### src/rtl/core/slx_pkg.sv
// Shared types, character codes and the word table for the source lexer.
package slx_pkg;

    localparam int LINE_BITS_DEFAULT = 32;
    localparam int TOKEN_LINE_W      = 32;

    localparam int NWORDS       = 14;
    localparam int NUM_KEYWORDS = 3;

    localparam int OUTQ_DEPTH = 4;
    localparam int QPTR_W     = $clog2(OUTQ_DEPTH);
    localparam int QLVL_W     = $clog2(OUTQ_DEPTH + 1);

    typedef enum logic [3:0] {
        MODE_IDLE     = 4'd0,
        MODE_SLASH    = 4'd1,
        MODE_LCOMMENT = 4'd2,
        MODE_BLOCK    = 4'd3,
        MODE_BSTAR    = 4'd4,
        MODE_IDENT    = 4'd5,
        MODE_NUMBER   = 4'd6,
        MODE_STRING   = 4'd7,
        MODE_ESC      = 4'd8
    } lex_mode_t;

    localparam logic [2:0] KIND_SYM  = 3'd0;
    localparam logic [2:0] KIND_OP   = 3'd1;
    localparam logic [2:0] KIND_STR  = 3'd2;
    localparam logic [2:0] KIND_KEY  = 3'd3;
    localparam logic [2:0] KIND_PRIM = 3'd4;
    localparam logic [2:0] KIND_ID   = 3'd5;
    localparam logic [2:0] KIND_NUM  = 3'd6;

    localparam logic CMD_BYTE  = 1'b0;
    localparam logic CMD_FLUSH = 1'b1;

    localparam logic [7:0] CH_NUL    = 8'h00;
    localparam logic [7:0] CH_TAB    = 8'h09;
    localparam logic [7:0] CH_NL     = 8'h0A;
    localparam logic [7:0] CH_VT     = 8'h0B;
    localparam logic [7:0] CH_FF     = 8'h0C;
    localparam logic [7:0] CH_CR     = 8'h0D;
    localparam logic [7:0] CH_QUOTE  = 8'h22;
    localparam logic [7:0] CH_LPAREN = 8'h28;
    localparam logic [7:0] CH_RPAREN = 8'h29;
    localparam logic [7:0] CH_STAR   = 8'h2A;
    localparam logic [7:0] CH_PLUS   = 8'h2B;
    localparam logic [7:0] CH_COMMA  = 8'h2C;
    localparam logic [7:0] CH_MINUS  = 8'h2D;
    localparam logic [7:0] CH_DOT    = 8'h2E;
    localparam logic [7:0] CH_SLASH  = 8'h2F;
    localparam logic [7:0] CH_0      = 8'h30;
    localparam logic [7:0] CH_9      = 8'h39;
    localparam logic [7:0] CH_SEMI   = 8'h3B;
    localparam logic [7:0] CH_EQUALS = 8'h3D;
    localparam logic [7:0] CH_UA     = 8'h41;
    localparam logic [7:0] CH_UZ     = 8'h5A;
    localparam logic [7:0] CH_BSLASH = 8'h5C;
    localparam logic [7:0] CH_LA     = 8'h61;
    localparam logic [7:0] CH_F      = 8'h66;
    localparam logic [7:0] CH_N      = 8'h6E;
    localparam logic [7:0] CH_R      = 8'h72;
    localparam logic [7:0] CH_T      = 8'h74;
    localparam logic [7:0] CH_V      = 8'h76;
    localparam logic [7:0] CH_LZ     = 8'h7A;
    localparam logic [7:0] CH_LBRACE = 8'h7B;
    localparam logic [7:0] CH_RBRACE = 8'h7D;

    // words right-justified: first character is the most significant byte in use
    localparam logic [63:0] WORD_TEXT [NWORDS] = '{
        64'("func"), 64'("struct"), 64'("return"), 64'("int8"), 64'("uint8"),
        64'("int16"), 64'("uint16"), 64'("int32"), 64'("uint32"), 64'("int64"),
        64'("uint64"), 64'("float32"), 64'("float64"), 64'("string")
    };
    localparam logic [3:0] WORD_LEN [NWORDS] = '{
        4'd4, 4'd6, 4'd6, 4'd4, 4'd5, 4'd5, 4'd6, 4'd5, 4'd6, 4'd5, 4'd6, 4'd7, 4'd7, 4'd6
    };

    typedef struct packed {
        logic       command;
        logic [7:0] char_in;
    } slx_in_t;

    typedef struct packed {
        logic [2:0]              token_kind;
        logic [7:0]              value_byte;
        logic                    byte_valid;
        logic                    token_last;
        logic [TOKEN_LINE_W-1:0] token_line;
        logic                    escape_error;
    } slx_out_t;

    typedef struct packed {
        logic [1:0] count;
        slx_out_t   first;
        slx_out_t   second;
    } slx_push_t;

    typedef struct packed {
        logic [QLVL_W-1:0] level;
        logic              has_room;
        logic              not_empty;
    } slx_q_status_t;

    function automatic logic [NWORDS-1:0] word_match(input logic [NWORDS-1:0] cand,
                                                     input logic [3:0] len,
                                                     input logic [7:0] c);
        logic [NWORDS-1:0] keep;
        logic [2:0]        pos;
        keep = cand;
        for (int w = 0; w < NWORDS; w++) begin
            pos = 3'(WORD_LEN[w] - len - 4'd1);
            if (!(len < WORD_LEN[w] && WORD_TEXT[w][{pos, 3'b000} +: 8] == c)) begin
                keep[w] = 1'b0;
            end
        end
        return keep;
    endfunction

    function automatic logic [2:0] ident_kind(input logic [NWORDS-1:0] cand,
                                              input logic [3:0] len);
        logic [2:0] kind;
        kind = KIND_ID;
        for (int w = NWORDS - 1; w >= 0; w--) begin
            if (cand[w] && WORD_LEN[w] == len) begin
                kind = (w < NUM_KEYWORDS) ? KIND_KEY : KIND_PRIM;
            end
        end
        return kind;
    endfunction

    function automatic logic is_alpha(input logic [7:0] c);
        return (c >= CH_LA && c <= CH_LZ) || (c >= CH_UA && c <= CH_UZ);
    endfunction

    function automatic logic is_digit(input logic [7:0] c);
        return c >= CH_0 && c <= CH_9;
    endfunction

    function automatic logic is_symbol(input logic [7:0] c);
        return c == CH_SEMI || c == CH_COMMA || c == CH_LBRACE || c == CH_RBRACE;
    endfunction

    function automatic logic is_operator(input logic [7:0] c);
        return c == CH_EQUALS || c == CH_PLUS || c == CH_MINUS || c == CH_STAR
            || c == CH_LPAREN || c == CH_RPAREN;
    endfunction

    // {known, decoded byte}
    function automatic logic [8:0] escape_value(input logic [7:0] c);
        logic [8:0] r;
        unique case (c)
            CH_N:      r = {1'b1, CH_NL};
            CH_T:      r = {1'b1, CH_TAB};
            CH_QUOTE:  r = {1'b1, CH_QUOTE};
            CH_BSLASH: r = {1'b1, CH_BSLASH};
            CH_V:      r = {1'b1, CH_VT};
            CH_R:      r = {1'b1, CH_CR};
            CH_F:      r = {1'b1, CH_FF};
            CH_0:      r = {1'b1, CH_NUL};
            default:   r = {1'b0, CH_NUL};
        endcase
        return r;
    endfunction

    function automatic slx_out_t make_result(input logic [2:0] kind, input logic [7:0] b,
                                             input logic valid, input logic last,
                                             input logic [TOKEN_LINE_W-1:0] line,
                                             input logic err);
        slx_out_t r;
        r.token_kind   = kind;
        r.value_byte   = valid ? b : 8'h00;
        r.byte_valid   = valid;
        r.token_last   = last;
        r.token_line   = line;
        r.escape_error = err;
        return r;
    endfunction

endpackage

### src/rtl/core/slx_core.sv
// Lexer state registers and per-item decode into up to two results.
module slx_core #(
    parameter int LINE_BITS = slx_pkg::LINE_BITS_DEFAULT
) (
    input  logic               aclk,
    input  logic               aresetn,
    input  logic               accept,
    input  slx_pkg::slx_in_t   item,
    output slx_pkg::slx_push_t push
);
    import slx_pkg::*;

    lex_mode_t             mode_reg, mode_next;
    logic [LINE_BITS-1:0]  line_reg, line_next;
    logic [LINE_BITS-1:0]  start_reg, start_next;
    logic [NWORDS-1:0]     cand_reg, cand_next;
    logic [3:0]            len_reg, len_next;

    logic [7:0]            c;
    logic                  flush;
    logic [8:0]            esc;
    logic [LINE_BITS-1:0]  line_inc;
    logic [3:0]            len_inc;
    logic [TOKEN_LINE_W-1:0] start_tl, line_tl;
    logic                  idle_go;
    logic                  a_v, b_v;
    slx_out_t              a_res, b_res;

    function automatic logic [TOKEN_LINE_W-1:0] to_token_line(input logic [LINE_BITS-1:0] v);
        logic [63:0] wide;
        wide = 64'(v);
        if (wide > 64'({TOKEN_LINE_W{1'b1}})) begin
            return '1;
        end
        return wide[TOKEN_LINE_W-1:0];
    endfunction

    assign c        = item.char_in;
    assign flush    = (item.command == CMD_FLUSH);
    assign esc      = escape_value(c);
    assign line_inc = (&line_reg) ? line_reg : line_reg + LINE_BITS'(1);
    assign len_inc  = (&len_reg) ? len_reg : len_reg + 4'd1;
    assign start_tl = to_token_line(start_reg);
    assign line_tl  = to_token_line(line_reg);

    // results
    always_comb begin
        a_v     = 1'b0;
        a_res   = make_result(KIND_SYM, CH_NUL, 1'b0, 1'b0, start_tl, 1'b0);
        b_v     = 1'b0;
        b_res   = make_result(KIND_SYM, CH_NUL, 1'b0, 1'b0, line_tl, 1'b0);
        idle_go = 1'b0;
        if (flush) begin
            unique case (mode_reg)
                MODE_SLASH: begin
                    a_v   = 1'b1;
                    a_res = make_result(KIND_OP, CH_SLASH, 1'b1, 1'b1, start_tl, 1'b0);
                end
                MODE_IDENT: begin
                    a_v   = 1'b1;
                    a_res = make_result(ident_kind(cand_reg, len_reg), CH_NUL, 1'b0, 1'b1,
                                        start_tl, 1'b0);
                end
                MODE_NUMBER: begin
                    a_v   = 1'b1;
                    a_res = make_result(KIND_NUM, CH_NUL, 1'b0, 1'b1, start_tl, 1'b0);
                end
                MODE_STRING: begin
                    a_v   = 1'b1;
                    a_res = make_result(KIND_STR, CH_NUL, 1'b0, 1'b1, start_tl, 1'b0);
                end
                MODE_ESC: begin
                    a_v   = 1'b1;
                    a_res = make_result(KIND_STR, CH_NUL, 1'b0, 1'b1, start_tl, 1'b1);
                end
                default: ;
            endcase
        end else begin
            unique case (mode_reg)
                MODE_SLASH: begin
                    if (c != CH_SLASH && c != CH_STAR) begin
                        a_v     = 1'b1;
                        a_res   = make_result(KIND_OP, CH_SLASH, 1'b1, 1'b1, start_tl, 1'b0);
                        idle_go = 1'b1;
                    end
                end
                MODE_IDENT: begin
                    a_v = 1'b1;
                    if (is_alpha(c) || is_digit(c)) begin
                        a_res = make_result(KIND_ID, c, 1'b1, 1'b0, start_tl, 1'b0);
                    end else begin
                        a_res   = make_result(ident_kind(cand_reg, len_reg), CH_NUL, 1'b0,
                                              1'b1, start_tl, 1'b0);
                        idle_go = 1'b1;
                    end
                end
                MODE_NUMBER: begin
                    a_v = 1'b1;
                    if (is_digit(c) || c == CH_DOT) begin
                        a_res = make_result(KIND_NUM, c, 1'b1, 1'b0, start_tl, 1'b0);
                    end else begin
                        a_res   = make_result(KIND_NUM, CH_NUL, 1'b0, 1'b1, start_tl, 1'b0);
                        idle_go = 1'b1;
                    end
                end
                MODE_LCOMMENT, MODE_BLOCK, MODE_BSTAR: ;
                MODE_STRING: begin
                    if (c == CH_QUOTE) begin
                        a_v   = 1'b1;
                        a_res = make_result(KIND_STR, CH_NUL, 1'b0, 1'b1, start_tl, 1'b0);
                    end else if (c != CH_BSLASH) begin
                        a_v   = 1'b1;
                        a_res = make_result(KIND_STR, c, 1'b1, 1'b0, start_tl, 1'b0);
                    end
                end
                MODE_ESC: begin
                    a_v = 1'b1;
                    if (esc[8]) begin
                        a_res = make_result(KIND_STR, esc[7:0], 1'b1, 1'b0, start_tl, 1'b0);
                    end else begin
                        a_res = make_result(KIND_STR, CH_NUL, 1'b0, 1'b0, start_tl, 1'b1);
                    end
                end
                default: idle_go = 1'b1;
            endcase
            if (idle_go) begin
                if (is_symbol(c)) begin
                    b_v   = 1'b1;
                    b_res = make_result(KIND_SYM, c, 1'b1, 1'b1, line_tl, 1'b0);
                end else if (is_operator(c)) begin
                    b_v   = 1'b1;
                    b_res = make_result(KIND_OP, c, 1'b1, 1'b1, line_tl, 1'b0);
                end else if (is_alpha(c)) begin
                    b_v   = 1'b1;
                    b_res = make_result(KIND_ID, c, 1'b1, 1'b0, line_tl, 1'b0);
                end else if (is_digit(c)) begin
                    b_v   = 1'b1;
                    b_res = make_result(KIND_NUM, c, 1'b1, 1'b0, line_tl, 1'b0);
                end
            end
        end
    end

    // next state
    always_comb begin
        mode_next  = mode_reg;
        line_next  = line_reg;
        start_next = start_reg;
        cand_next  = cand_reg;
        len_next   = len_reg;
        if (flush) begin
            mode_next  = MODE_IDLE;
            line_next  = LINE_BITS'(1);
            start_next = LINE_BITS'(1);
            cand_next  = '1;
            len_next   = 4'd0;
        end else begin
            unique case (mode_reg)
                MODE_SLASH: begin
                    if (c == CH_SLASH) begin
                        mode_next = MODE_LCOMMENT;
                    end else if (c == CH_STAR) begin
                        mode_next = MODE_BLOCK;
                    end else begin
                        mode_next = MODE_IDLE;
                    end
                end
                MODE_IDENT: begin
                    if (is_alpha(c) || is_digit(c)) begin
                        cand_next = word_match(cand_reg, len_reg, c);
                        len_next  = len_inc;
                    end else begin
                        mode_next = MODE_IDLE;
                    end
                end
                MODE_NUMBER: begin
                    if (!(is_digit(c) || c == CH_DOT)) begin
                        mode_next = MODE_IDLE;
                    end
                end
                MODE_LCOMMENT: begin
                    if (c == CH_NL) begin
                        line_next = line_inc;
                        mode_next = MODE_IDLE;
                    end
                end
                MODE_BLOCK: begin
                    if (c == CH_STAR) begin
                        mode_next = MODE_BSTAR;
                    end else if (c == CH_NL) begin
                        line_next = line_inc;
                    end
                end
                MODE_BSTAR: begin
                    if (c == CH_SLASH) begin
                        mode_next = MODE_IDLE;
                    end else if (c != CH_STAR) begin
                        if (c == CH_NL) begin
                            line_next = line_inc;
                        end
                        mode_next = MODE_BLOCK;
                    end
                end
                MODE_STRING: begin
                    if (c == CH_QUOTE) begin
                        mode_next = MODE_IDLE;
                    end else if (c == CH_BSLASH) begin
                        mode_next = MODE_ESC;
                    end else if (c == CH_NL) begin
                        line_next = line_inc;
                    end
                end
                MODE_ESC: begin
                    if (!esc[8] && c == CH_NL) begin
                        line_next = line_inc;
                    end
                    mode_next = MODE_STRING;
                end
                default: mode_next = MODE_IDLE;
            endcase
            if (idle_go) begin
                if (c == CH_NL) begin
                    line_next = line_inc;
                end else if (c == CH_SLASH) begin
                    start_next = line_reg;
                    mode_next  = MODE_SLASH;
                end else if (is_symbol(c) || is_operator(c)) begin
                    start_next = line_reg;
                end else if (c == CH_QUOTE) begin
                    start_next = line_reg;
                    mode_next  = MODE_STRING;
                end else if (is_alpha(c)) begin
                    start_next = line_reg;
                    mode_next  = MODE_IDENT;
                    cand_next  = word_match('1, 4'd0, c);
                    len_next   = 4'd1;
                end else if (is_digit(c)) begin
                    start_next = line_reg;
                    mode_next  = MODE_NUMBER;
                end
            end
        end
    end

    always_ff @(posedge aclk) begin
        if (!aresetn) begin
            mode_reg  <= MODE_IDLE;
            line_reg  <= LINE_BITS'(1);
            start_reg <= LINE_BITS'(1);
            cand_reg  <= '1;
            len_reg   <= 4'd0;
        end else if (accept) begin
            mode_reg  <= mode_next;
            line_reg  <= line_next;
            start_reg <= start_next;
            cand_reg  <= cand_next;
            len_reg   <= len_next;
        end
    end

    // closing result goes ahead of the result of the byte itself
    always_comb begin
        push.first  = a_v ? a_res : b_res;
        push.second = b_res;
        push.count  = accept ? (2'(a_v) + 2'(b_v)) : 2'd0;
    end

endmodule

### src/rtl/core/slx_outq.sv
// Small result queue taking up to two results per cycle and giving one.
module slx_outq (
    input  logic                   aclk,
    input  logic                   aresetn,
    input  slx_pkg::slx_push_t     push,
    input  logic                   pop,
    output slx_pkg::slx_out_t      head,
    output slx_pkg::slx_q_status_t status
);
    import slx_pkg::*;

    slx_out_t           mem [OUTQ_DEPTH];
    logic [QPTR_W-1:0]  wr_ptr_reg, wr_ptr_next;
    logic [QPTR_W-1:0]  rd_ptr_reg, rd_ptr_next;
    logic [QLVL_W-1:0]  level_reg, level_next;
    logic               do_pop;

    assign do_pop      = pop && (level_reg != '0);
    assign wr_ptr_next = wr_ptr_reg + QPTR_W'(push.count);
    assign rd_ptr_next = rd_ptr_reg + QPTR_W'(do_pop);
    assign level_next  = level_reg + QLVL_W'(push.count) - QLVL_W'(do_pop);

    always_ff @(posedge aclk) begin
        if (push.count != 2'd0) begin
            mem[wr_ptr_reg] <= push.first;
        end
        if (push.count == 2'd2) begin
            mem[wr_ptr_reg + QPTR_W'(1)] <= push.second;
        end
    end

    always_ff @(posedge aclk) begin
        if (!aresetn) begin
            wr_ptr_reg <= '0;
            rd_ptr_reg <= '0;
            level_reg  <= '0;
        end else begin
            wr_ptr_reg <= wr_ptr_next;
            rd_ptr_reg <= rd_ptr_next;
            level_reg  <= level_next;
        end
    end

    assign head             = mem[rd_ptr_reg];
    assign status.level     = level_reg;
    assign status.has_room  = (level_reg <= QLVL_W'(OUTQ_DEPTH - 2));
    assign status.not_empty = (level_reg != '0);

endmodule

### src/rtl/core/source_lexer_token_stream.sv
// Source lexer top level: one byte item in, token result items out.
// A result is written into the result queue when its byte is accepted and is offered from the queue head.
// Throughput: one byte per cycle while the result queue has room; a byte that closes a token and starts another
// gives two results, so the single output port then sets the pace.
// A four-entry result queue holds up to four results ahead of the consumer.
// Reset (aresetn low, synchronous): idle mode, line one, queue empty.
module source_lexer_token_stream #(
    parameter int LINE_BITS = slx_pkg::LINE_BITS_DEFAULT
) (
    input  logic              aclk,
    input  logic              aresetn,
    input  logic              s_valid,
    output logic              s_ready,
    input  slx_pkg::slx_in_t  s_item,
    output logic              m_valid,
    input  logic              m_ready,
    output slx_pkg::slx_out_t m_item
);
    import slx_pkg::*;

    slx_push_t     push;
    slx_q_status_t qstat;
    logic          accept;

    assign s_ready = qstat.has_room;
    assign accept  = s_valid && s_ready;
    assign m_valid = qstat.not_empty;

    slx_core #(
        .LINE_BITS (LINE_BITS)
    ) u_core (
        .aclk    (aclk),
        .aresetn (aresetn),
        .accept  (accept),
        .item    (s_item),
        .push    (push)
    );

    slx_outq u_outq (
        .aclk    (aclk),
        .aresetn (aresetn),
        .push    (push),
        .pop     (m_valid && m_ready),
        .head    (m_item),
        .status  (qstat)
    );

`ifndef SYNTHESIS
    a_level_bound: assert property (@(posedge aclk) disable iff (!aresetn)
        qstat.level <= QLVL_W'(OUTQ_DEPTH))
        else $error("result queue overfilled");

    a_reset_empty: assert property (@(posedge aclk)
        !aresetn |=> !m_valid)
        else $error("result offered straight after reset");

    a_empty_byte: assert property (@(posedge aclk) disable iff (!aresetn)
        m_valid && !m_item.byte_valid |-> m_item.value_byte == 8'h00)
        else $error("value byte set on a result without a byte");

    a_escape_kind: assert property (@(posedge aclk) disable iff (!aresetn)
        m_valid && m_item.escape_error |-> m_item.token_kind == KIND_STR
                                           && !m_item.byte_valid)
        else $error("escape error outside a string");
`endif

endmodule

### config.mk
export PLATFORM = sky130hd
export DESIGN_NAME = source_lexer_token_stream
export DESIGN_NICKNAME = d
export VERILOG_FILES = /design/src/rtl/core/slx_pkg.sv /design/src/rtl/core/slx_core.sv /design/src/rtl/core/slx_outq.sv /design/src/rtl/core/source_lexer_token_stream.sv
export SDC_FILE = /design/constraint.sdc
export NUM_CORES = 1
export LEC_CHECK = 0
export ABC_AREA = 1
export BUFFER_PORTS_ARGS = -buffer_cell sky130_fd_sc_hd__buf_2
export CORE_MARGIN = 3
export CORE_UTILIZATION = 57
export CTS_BUF_LIST = sky130_fd_sc_hd__clkbuf_4 sky130_fd_sc_hd__clkbuf_8 sky130_fd_sc_hd__clkbuf_16
export CTS_CLUSTER_DIAMETER = 60
export DETAILED_ROUTE_END_ITERATION = 6
export GPL_TIMING_DRIVEN = 0
export PLACE_DENSITY_LB_ADDON = 0.12
export SLEW_MARGIN = 20
export SYNTH_ARGS = -nofsm -noshare
export SYNTH_HDL_FRONTEND = slang
export SYNTH_SLANG_ARGS = --single-unit
### constraint.sdc
create_clock -name aclk -period 4.1 [get_ports aclk]
set_input_delay 0.205 -clock aclk [delete_from_list [all_inputs] [get_ports aclk]]
set_output_delay 0.205 -clock aclk [all_outputs]
set_load 0.1 [all_outputs]
After elaboration in Yosys (flattened, before gate mapping)
Memory sizes are Yosys's and may differ from the RTL's. A register that Yosys moved wholly into a read port is not among the register bits.
Cells that the tools add are included.
- bits in registers: 93
- latch bits: 0
- bits in writable memories: 184
- ROM bits: 0
- output and inout port bits: 48
- logic and storage cells: 297
- memories kept: 1
- memories (memory ; depth ; width ; read ports ; clocked after memory_dff ; write ports ; line ; source):
    u_outq.mem ; 4 ; 46 ; 1 ; 1 ; 2 ; slx_outq.sv:12 ; slx_out_t mem [OUTQ_DEPTH];
- $add $sub $neg: 16
- multiply operators: 0
- div/mod/pow operators: 0
- $lt $le $gt $ge: 11
- equal/unequal tests: 57
- shift operators: 14
- multiplexer cells: 131
- bitwise operators: 0
- reduce and logical (&&, ||, !) cells: 59
- operators by type and width (operator ; number):
    $shiftx A64 B7 Y8 const A ; 14
    $mux W32 ; 19
    $mux W46 ; 10
    $pmux W46 S5 ; 2
    $pmux W32 S5 ; 1
    $mux W14 ; 9
    $eq A8 B8 Y1 ; 14
    $mux W4 ; 27
    $eq A8 B6 Y1 const B ; 12
    $mux W43 ; 2
    $pmux W9 S8 ; 1
    $eq A8 B7 Y1 const B ; 8
    $mux W45 ; 1
    $mux W44 ; 1
    $eq A7 B8 Y1 const A ; 5
    $mux W1 ; 40
    $logic_and A1 B1 Y1 ; 36
    $mux W3 ; 12
    $add A32 B1 Y32 const B ; 1
    $pmux W4 S8 ; 1
    $reduce_and A32 Y1 ; 1
    $eq A3 B4 Y1 const A ; 4
    $eq A4 B3 Y1 const B ; 4
    $ge A8 B7 Y1 const B ; 2
    other kinds (33) ; 61

Depth between registers and ports, before layout
Gate-level depths: netlist (run 1).
- depth in word-level cells: 20
- mapped depth: 23

By module
From an unflattened synthesis (run 1), not the netlist that was laid out.
- cell total of the unflattened synthesis: 2353
- area total of the unflattened synthesis: 17433.0 sq um
- modules (own cells, without submodules) (module ; instances ; cells each ; area each (sq um) ; seq. area each (sq um)):
    slx_outq ; 1 ; 964 ; 9271.4 ; 5665.4
    slx_core ; 1 ; 1385 ; 8146.6 ; 1721.7
    source_lexer_token_stream ; 1 ; 4 ; 15.0 ; 0.0

Worst setup path before layout (run 1)
No wires, ideal clock.
- path type: input-to-reg
- start point: input s_item[7] in the netlist's numbering
- end point: memory u_outq.mem[3][10] in the netlist's numbering, enable pin
- library setup time: 0.403 ns
- data arrival time: 3.715 ns
- path slack: -0.018 ns
- cell stages on the path: 21
- path buffers: 2
- cell sequence: buf_4 -> inv_4 -> nand2_4 -> nor2_1 -> nand2_1 -> nand2_1 -> nand2_1 -> nand2_2 -> nand3_4 -> inv_2 -> nand3_2 -> nand3_4 -> inv_2 -> ha_1 -> inv_1 -> nor2_1 -> nor2_1 -> nor2_1 -> clkinv_1 -> clkbuf_1 -> nand2_1
- RTL lines (element ; line ; source):
    start: declaration ; source_lexer_token_stream.sv:14 ; input slx_pkg::slx_in_t s_item,
    end: declaration ; slx_outq.sv:12 ;

==> results.cfg, run 1 <==
[sta]
min_period_over_period = 0.957
setup-tns-final_ps = 0
slew_violations = 0
fmax_mhz = 255
worst_slack_ps = 175
timing.max_slew.rel_slack = 0.401
setup_violations_final = 0
timing_worst_slew_pin_value_ps = 895
worst_slack_on_hold_paths_ps = 290
tmin_final_ps = 3930
rsz0062_at_grt = yes
hold_viol = 0
finalClockSkew_ps = 52.4

[clock_network]
tritoncts_clock_tree = done
clock_tree.root_cell = sky130_fd_sc_hd__clkbuf_16
clk-insertion-delay-late_ps = 600
path_clk_slew_ps = 70
cts_buffers = 30
clockBufferDepth = 3
cts.sinks = 277
cts_max_level = 1

[logic_synthesis]
post-synth-top-area-cell = sky130_fd_sc_hd__edfxtp_1
post_synth_instance_area_um2 = 17400
syn-mean-instance-area_um2 = 7.51
yosysWarningCount = 0
synth_cells = 2315
synth-seq-area-share = 0.422
synth.ff_latch_count = 277
ys_top_cells_by_area = sky130_fd_sc_hd__edfxtp_1 (31%), sky130_fd_sc_hd__nand2_1 (13%), sky130_fd_sc_hd__dfxtp_1 (11%)
post_synth_num_cell_types = 56
asyncSetResetFlopFracSynth = 0
count_of_flip_flops_with_a_built_in_enable_after_synthesis = 180
synth.net_count = 2355
yosys_top_cell_area_share = 0.311
synthFlopType = sky130_fd_sc_hd__edfxtp_1

[placement]
gp_congestion = 1.01
place_hpwl_mm = 42.5
io_buffers = 55
placed_cell_area_um2 = 18200
placement.setup.worst_slack_ps = -708

[cells_and_area]
num-nets-final = 2452
fillCellCount = 2622
final_layout_size_suffix_gt1_frac = 0.119
syn_to_final_growth_pct = 12.2
largest_register_ffs = 184
finish.instance_area_um2 = 19500
num_antenna_cells = 0

[global_routing]
grt_max_degree = 24
globalRouteTotalUtil = 0.355
antenna_found_initial = 0
first_pass_grt_wire_length_mm = 92.7
first_global_vias = 16600
global_route.overflow_total = 0

[routing]
detailroute.via_count = 17700
routed_len_inst_um = 21.4
avgViaCountPerCell = 6.26
antenna_left = 0
drt_iter0_drc = 2349
totalWireLength_mm = 60.6
drtPass1Iterations = 6
drc_errors = 0

[setup_path]
worstSetupPathType = register to register
crit_path_max_fanout = 12
worst-endpoint-arrival_ps = 4170
cp-end-kind = register
timing.critical_path.from_type = register
worstPathRequired_ps = 4340

[power]
power_per_cell_area_nw_per_um2 = 540
vdd_drop_max_v = 0.000395
total_leakage_power_nw = 7.55

[floorplan]
fp.coreArea_um2 = 29900
initial_utilization = 0.582
floorplan.io_pins = 61
floorplan.rows = 63
die_x_um = 181
floorplan.die_area_um2 = 32700
fp.dieH_um = 181

[job]
max_cap_viol_count = 0

[outcome]
outcome = completed

[worst_hold_path]
worst_min_path_class = primary input to register
==> worst max-delay path, stage by stage (launching register included) <==
cell and delay [ps]:
sky130_fd_sc_hd__dfxtp_1 430, sky130_fd_sc_hd__inv_1 110, sky130_fd_sc_hd__nor2_1 180, sky130_fd_sc_hd__nand2_2 220, sky130_fd_sc_hd__clkinvlp_4 230, sky130_fd_sc_hd__nand4_2 190
sky130_fd_sc_hd__nand3_4 200, sky130_fd_sc_hd__nand3_4 190, sky130_fd_sc_hd__inv_2 180, sky130_fd_sc_hd__ha_1 160, sky130_fd_sc_hd__inv_1 40, sky130_fd_sc_hd__nor2_1 220
sky130_fd_sc_hd__inv_1 130, sky130_fd_sc_hd__nor2_2 190, sky130_fd_sc_hd__nand2_1 120, sky130_fd_sc_hd__clkbuf_2 270, sky130_fd_sc_hd__buf_4 300, sky130_fd_sc_hd__nand2_4 240
==> cell usage after synthesis, types with 6 or more instances <==
library cell	n
sky130_fd_sc_hd__nand2_2	8
sky130_fd_sc_hd__o22ai_1	176
sky130_fd_sc_hd__buf_4	16
sky130_fd_sc_hd__nand2_1	619
sky130_fd_sc_hd__inv_2	17
sky130_fd_sc_hd__xor2_1	62
sky130_fd_sc_hd__nand3_1	178
sky130_fd_sc_hd__xnor2_1	6
sky130_fd_sc_hd__clkinv_1	11
sky130_fd_sc_hd__o211ai_1	6
sky130_fd_sc_hd__dfxtp_1	97
sky130_fd_sc_hd__buf_2	36
sky130_fd_sc_hd__nand4_1	27
sky130_fd_sc_hd__edfxtp_1	180
sky130_fd_sc_hd__nor3_1	35
sky130_fd_sc_hd__a21oi_1	122
sky130_fd_sc_hd__nor2_1	206
sky130_fd_sc_hd__nor2_2	6
sky130_fd_sc_hd__o21ai_1	6
sky130_fd_sc_hd__clkbuf_1	88
sky130_fd_sc_hd__ha_1	26
sky130_fd_sc_hd__nor4_1	6
sky130_fd_sc_hd__inv_1	129
sky130_fd_sc_hd__nor2_4	7
sky130_fd_sc_hd__o21ai_0	158
sky130_fd_sc_hd__o21ai_2	31
==> power breakdown <==
part	total, mW	internal, mW	switching [mW]
Combinational	4.45	0.790	3.66
Sequential	3.20	3.12	0.0817
Clock	2.88	1.71	1.17
Total	10.5	5.62	4.91
==> cell type report <==
| type | instances | area (um2) | area share |
|---|---|---|---|
| flip-flops and latches | 277 | 7350 | 0.377 |
| repair buffers | 57 | 293 | 0.0150 |
| inverters | 159 | 614 | 0.0315 |
| multi-input cells | 1742 | 9020 | 0.462 |
| clock inverters | 17 | 223 | 0.0114 |
| plain buffers | 145 | 689 | 0.0353 |
| well taps | 390 | 488 | 0.0250 |
| clock buffers | 39 | 843 | 0.0432 |
==> cells in the final DEF, fill, tap and decap left out, types with 12 or more instances in the layout <==
cell                        instances
sky130_fd_sc_hd__xor2_1            62
sky130_fd_sc_hd__o22ai_1          176
sky130_fd_sc_hd__clkbuf_16         30
sky130_fd_sc_hd__ha_1              26
sky130_fd_sc_hd__o21ai_2           31
sky130_fd_sc_hd__inv_1            128
sky130_fd_sc_hd__dfxtp_1           96
sky130_fd_sc_hd__o21ai_0          158
sky130_fd_sc_hd__clkinv_1          12
sky130_fd_sc_hd__nor2_1           204
sky130_fd_sc_hd__nand2_2           12
sky130_fd_sc_hd__nand4_1           27
sky130_fd_sc_hd__nor3_1            35
sky130_fd_sc_hd__buf_4             20
sky130_fd_sc_hd__inv_2             17
sky130_fd_sc_hd__nand2_1          611
sky130_fd_sc_hd__buf_2             90
sky130_fd_sc_hd__edfxtp_1         180
sky130_fd_sc_hd__a21oi_1          122
sky130_fd_sc_hd__clkbuf_1          78
sky130_fd_sc_hd__nand3_1          178
==> kinds of logic (layout without fill, tap and decap cells) <==
family	Yosys count	in the layout	synth area share
fa+ha+maj	27	27	0.0199
simple gates	1120	1128	0.277
flops	277	277	0.422
xor+xnor	68	68	0.0342
buf+inv	304	417	0.0724
compound gates	519	519	0.174
==> final timing paths <==
| check | from | end | slack, ps | depth (start not counted) |
|---|---|---|---|---|
| setup / recovery | u_core.mode_reg[0]$_SDFFE_PN0P_ | u_outq.mem[1][31]$_DFFE_PP_ | 170 | 17 |
| hold / removal | m_ready | u_outq.rd_ptr_reg[0]$_SDFF_PN0_ | 290 | 5 |
| setup reg to reg | u_core.mode_reg[0]$_SDFFE_PN0P_ | u_outq.mem[1][31]$_DFFE_PP_ | 170 | 17 |
| hold reg to reg | u_outq.mem[3][0]$_SDFFE_PP0N_ | u_outq.mem[3][0]$_SDFFE_PP0N_ | 480 | 2 |
==> timing repair <==
| item | CTS | global route |
|---|---|---|
| endpoints found under the hold margin | 2 | 0 |
| setup buffers | 1 | 0 |
| endpoints found under the setup margin | 184 | 313 |
| resized for setup | 19 | 32 |
| cloned | 4 | 4 |
| pin swaps | 4 | 5 |
| hold buffers | 1 | 0 |
==> routing by layer <==
layer | up-vias | track usage | part of all wire
li1 | 8175 | - | -
met1 | 8212 | 0.503 | 0.40
met2 | 1141 | 0.555 | 0.45
met3 | 167 | 0.0697 | 0.12
met4 | 0 | 0.107 | 0.029
met5 | - | 0 | 0
==> per-stage QoR <==
stage	instances	power (mW)	utilization
final	2826	10.5	0.653
after CTS	2822	10.4	0.650
after global routing	2826	10.9	0.653
after floorplan	2315	6.66	-
after detailed placement	2760	7.60	0.609
after global placement	2760	7.54	0.608
No activity file was read; power rests on OpenSTA's default activity.
==> run 2, diff against run 1 <==
--- a/config.mk
+++ b/config.mk
@@ -5,7 +5,6 @@
 export SDC_FILE = /design/constraint.sdc
 export NUM_CORES = 1
 export LEC_CHECK = 0
-export ABC_AREA = 1
 export BUFFER_PORTS_ARGS = -buffer_cell sky130_fd_sc_hd__buf_2
 export CORE_MARGIN = 3
 export CORE_UTILIZATION = 57
==> run 2 against run 1 <==
Flip-flop and latch count unchanged. Clock power down 6%. Area after synthesis decreased by 8.7%. Hold slack got worse by 210 ps. Wire length decreased by 18%. Critical path type unchanged. Via count fell by 22%. Combinational power is 35% lower. Final area shrank 8.2%. Cell count shrank 30%. Highest routed layer unchanged. Register-to-register slack gained 20 ps. Sequential share of layout area rose by 3.3 points. Count of clock-buffer cells in the layout fell by 2. Largest cell class unchanged.
==> results.cfg, run 2 <==
[cells_and_area]
layout.cells.most_common_list = sky130_fd_sc_hd__edfxtp_1 (180), sky130_fd_sc_hd__a22o_1 (167), sky130_fd_sc_hd__dfxtp_1 (97)
num_antenna_cells = 0
fillCellCount = 2186
largest_register_ffs = 184
layout_commonest_cell = sky130_fd_sc_hd__edfxtp_1
num-nets-final = 1635
final_layout_size_suffix_gt1_frac = 0.153
syn_to_final_growth_pct = 12.9

[clock_network]
cts_max_level = 1
clockBufferDepth = 3
tritoncts_clock_tree = done
clock_tree.root_cell = sky130_fd_sc_hd__clkbuf_16
clk-insertion-delay-late_ps = 560
cts_hold_buf = 0
cts_buffers = 29
path_clk_slew_ps = 70
cts.sinks = 277

[placement]
placement.setup.worst_slack_ps = -1470
io_buffers = 59
place_hpwl_mm = 34.6
gp_congestion = 0.997

[global_routing]
first_pass_grt_wire_length_mm = 76.6
grt_max_degree = 46
first_global_vias = 13100
antenna_found_initial = 0
global_route.overflow_total = 0
globalRouteTotalUtil = 0.321

[floorplan]
die_x_um = 173
fp.dieH_um = 173
initial_utilization = 0.584
floorplan.io_pins = 61
fp.coreArea_um2 = 27200
floorplan.die_area_um2 = 29900
floorplan.rows = 60

[routing]
routed_len_inst_um = 25.0
drt_iter0_drc = 1839
detailroute.via_count = 13700
drtPass1Iterations = 5
antenna_left = 0
totalWireLength_mm = 49.7
avgViaCountPerCell = 6.91
drc_errors = 0

[logic_synthesis]
synth.ff_latch_count = 277
ys_top_cells_by_area = sky130_fd_sc_hd__edfxtp_1 (34%), sky130_fd_sc_hd__dfxtp_1 (12%), sky130_fd_sc_hd__a22o_1 (9.2%)
yosysMostFrequentCell = sky130_fd_sc_hd__edfxtp_1
asyncSetResetFlopFracSynth = 0
yosysWarningCount = 0
post_synth_num_cell_types = 81
synth.net_count = 1540
yosys_top_cell_area_share = 0.341
synthFlopType = sky130_fd_sc_hd__edfxtp_1
synth_cells = 1500
post_synth_instance_area_um2 = 15900
synth.cells.most_frequent = sky130_fd_sc_hd__edfxtp_1 (180), sky130_fd_sc_hd__a22o_1 (167), sky130_fd_sc_hd__clkbuf_1 (115)
syn-mean-instance-area_um2 = 10.6
synth-seq-area-share = 0.463
count_of_flip_flops_with_a_built_in_enable_after_synthesis = 180
post-synth-top-area-cell = sky130_fd_sc_hd__edfxtp_1

[job]
max_cap_viol_count = 0

[sta]
timing.max_slew.rel_slack = 0.287
hold_viol = 0
timing_worst_slew_pin_value_ps = 1070
slew_violations = 0
finalClockSkew_ps = 14.7
setup_violations_final = 0
worst_slack_ps = 199
min_period_over_period = 0.951
fmax_mhz = 256
tmin_final_ps = 3900

[setup_path]
worstPathRequired_ps = 4500
worst-endpoint-arrival_ps = 4300
cp-end-kind = register
regToRegSetupSlack_ps = 200
reg2regPathDepth = 11
crit_path_max_fanout = 10
worstSetupPathType = register to register
r2r-start = u_core.len_reg[1]$_SDFFE_PN0P_
timing.critical_path.from_type = register
r2r-end = u_core.cand_reg[6]$_SDFFE_PN1P_

[power]
power_per_cell_area_nw_per_um2 = 483
total_power_mw = 8.66
vdd_drop_max_v = 0.000352
total_leakage_power_nw = 6.25

[worst_hold_path]
worst_min_path_class = primary input to register
min_delay_worst_endpoint = u_core.line_reg[13]$_SDFFE_PN0P_
source_of_the_worst_hold_timing_path = aresetn
worst_hold_path_depth = 3

[outcome]
outcome = completed
[run 2: cell type report]
| type | count | area (um2) | share of cell area |
|---|---|---|---|
| buffer | 154 | 671 | 0.0374 |
| clock buffer | 37 | 792 | 0.0442 |
| inverter | 38 | 143 | 0.00796 |
| timing repair buffer | 64 | 333 | 0.0186 |
| clock inverter | 17 | 188 | 0.0105 |
| tap | 372 | 465 | 0.0260 |
| multi-input combinational | 1031 | 7990 | 0.446 |
| sequential | 277 | 7350 | 0.410 |
[run 2: repair_timing]
action	in CTS	in global routing
hold endpoints to repair	0	0
setup buffers	1	4
cloned	0	2
gates resized for setup	52	31
setup endpoints to repair	370	338
pin swaps	0	6
[run 2: worst max-delay path by stage]
stage | start | end | cells after the start
2_1_floorplan | u_core.mode_reg[0]$_SDFFE_PN0P_ | u_outq.mem[3][10]$_DFFE_PP_ | 15
3_3_place_gp | s_item[5] | u_outq.mem[3][21]$_DFFE_PP_ | 17
3_5_place_dp | s_item[5] | u_outq.mem[3][21]$_DFFE_PP_ | 17
4_1_cts | u_core.len_reg[1]$_SDFFE_PN0P_ | u_core.cand_reg[5]$_SDFFE_PN1P_ | 13
5_1_grt | s_item[2] | u_outq.mem[2][14]$_DFFE_PP_ | 17
6_report | u_core.len_reg[1]$_SDFFE_PN0P_ | u_core.cand_reg[6]$_SDFFE_PN1P_ | 11
[run 2: cells by family after synthesis]
group,count (synthesis),share of synthesized area
multiplexers,52,0.0690
adder cells (fa/ha/maj),27,0.0218
AO/OA/AOI/OAI,498,0.239
AND/OR/NAND/NOR,393,0.127
XOR/XNOR,59,0.0326
flip-flops,277,0.463
buffers and inverters,194,0.0474
[run 2: power by group]
group          internal, mW  leakage, nW  switching (mW)
clock                  1.57        0.481            1.13
combinational         0.654         3.22            2.25
sequential             3.03         2.54          0.0338
[run 2: metrics by stage]
stage	cells	hold slack [ps]	TNS (ps)	cell area (um2)	utilization
CTS	1984	56.1	0	17800	0.655
finish	1990	75.2	0	17900	0.660
detailed placement	1931	441	-478600	16700	0.613
global route	1990	65.2	-438	17900	0.660
global placement	1931	441	-670540	16700	0.613
floorplan	1500	384	0	15900	-
[run 2: critical path, cell delays in order, from the launching register on]
cell                       delay, ps
sky130_fd_sc_hd__dfxtp_1         670
sky130_fd_sc_hd__clkbuf_2        350
sky130_fd_sc_hd__inv_1           230
sky130_fd_sc_hd__ha_1            240
sky130_fd_sc_hd__clkbuf_1        310
sky130_fd_sc_hd__xor2_1          250
sky130_fd_sc_hd__or3_1           340
sky130_fd_sc_hd__a221oi_1        500
sky130_fd_sc_hd__nand3b_1        170
sky130_fd_sc_hd__a31oi_1         330
sky130_fd_sc_hd__o21ai_0         140
sky130_fd_sc_hd__o311ai_0        200
[run 2: routing by layer]
| layer | routed length (um) | track usage | up-vias |
|---|---|---|---|
| li1 | - | - | 6103 |
| met1 | 20500 | 0.465 | 6752 |
| met2 | 23000 | 0.507 | 772 |
| met3 | 4770 | 0.0435 | 119 |
| met4 | 1410 | 0.0986 | 0 |
| met5 | 0 | 0 | - |
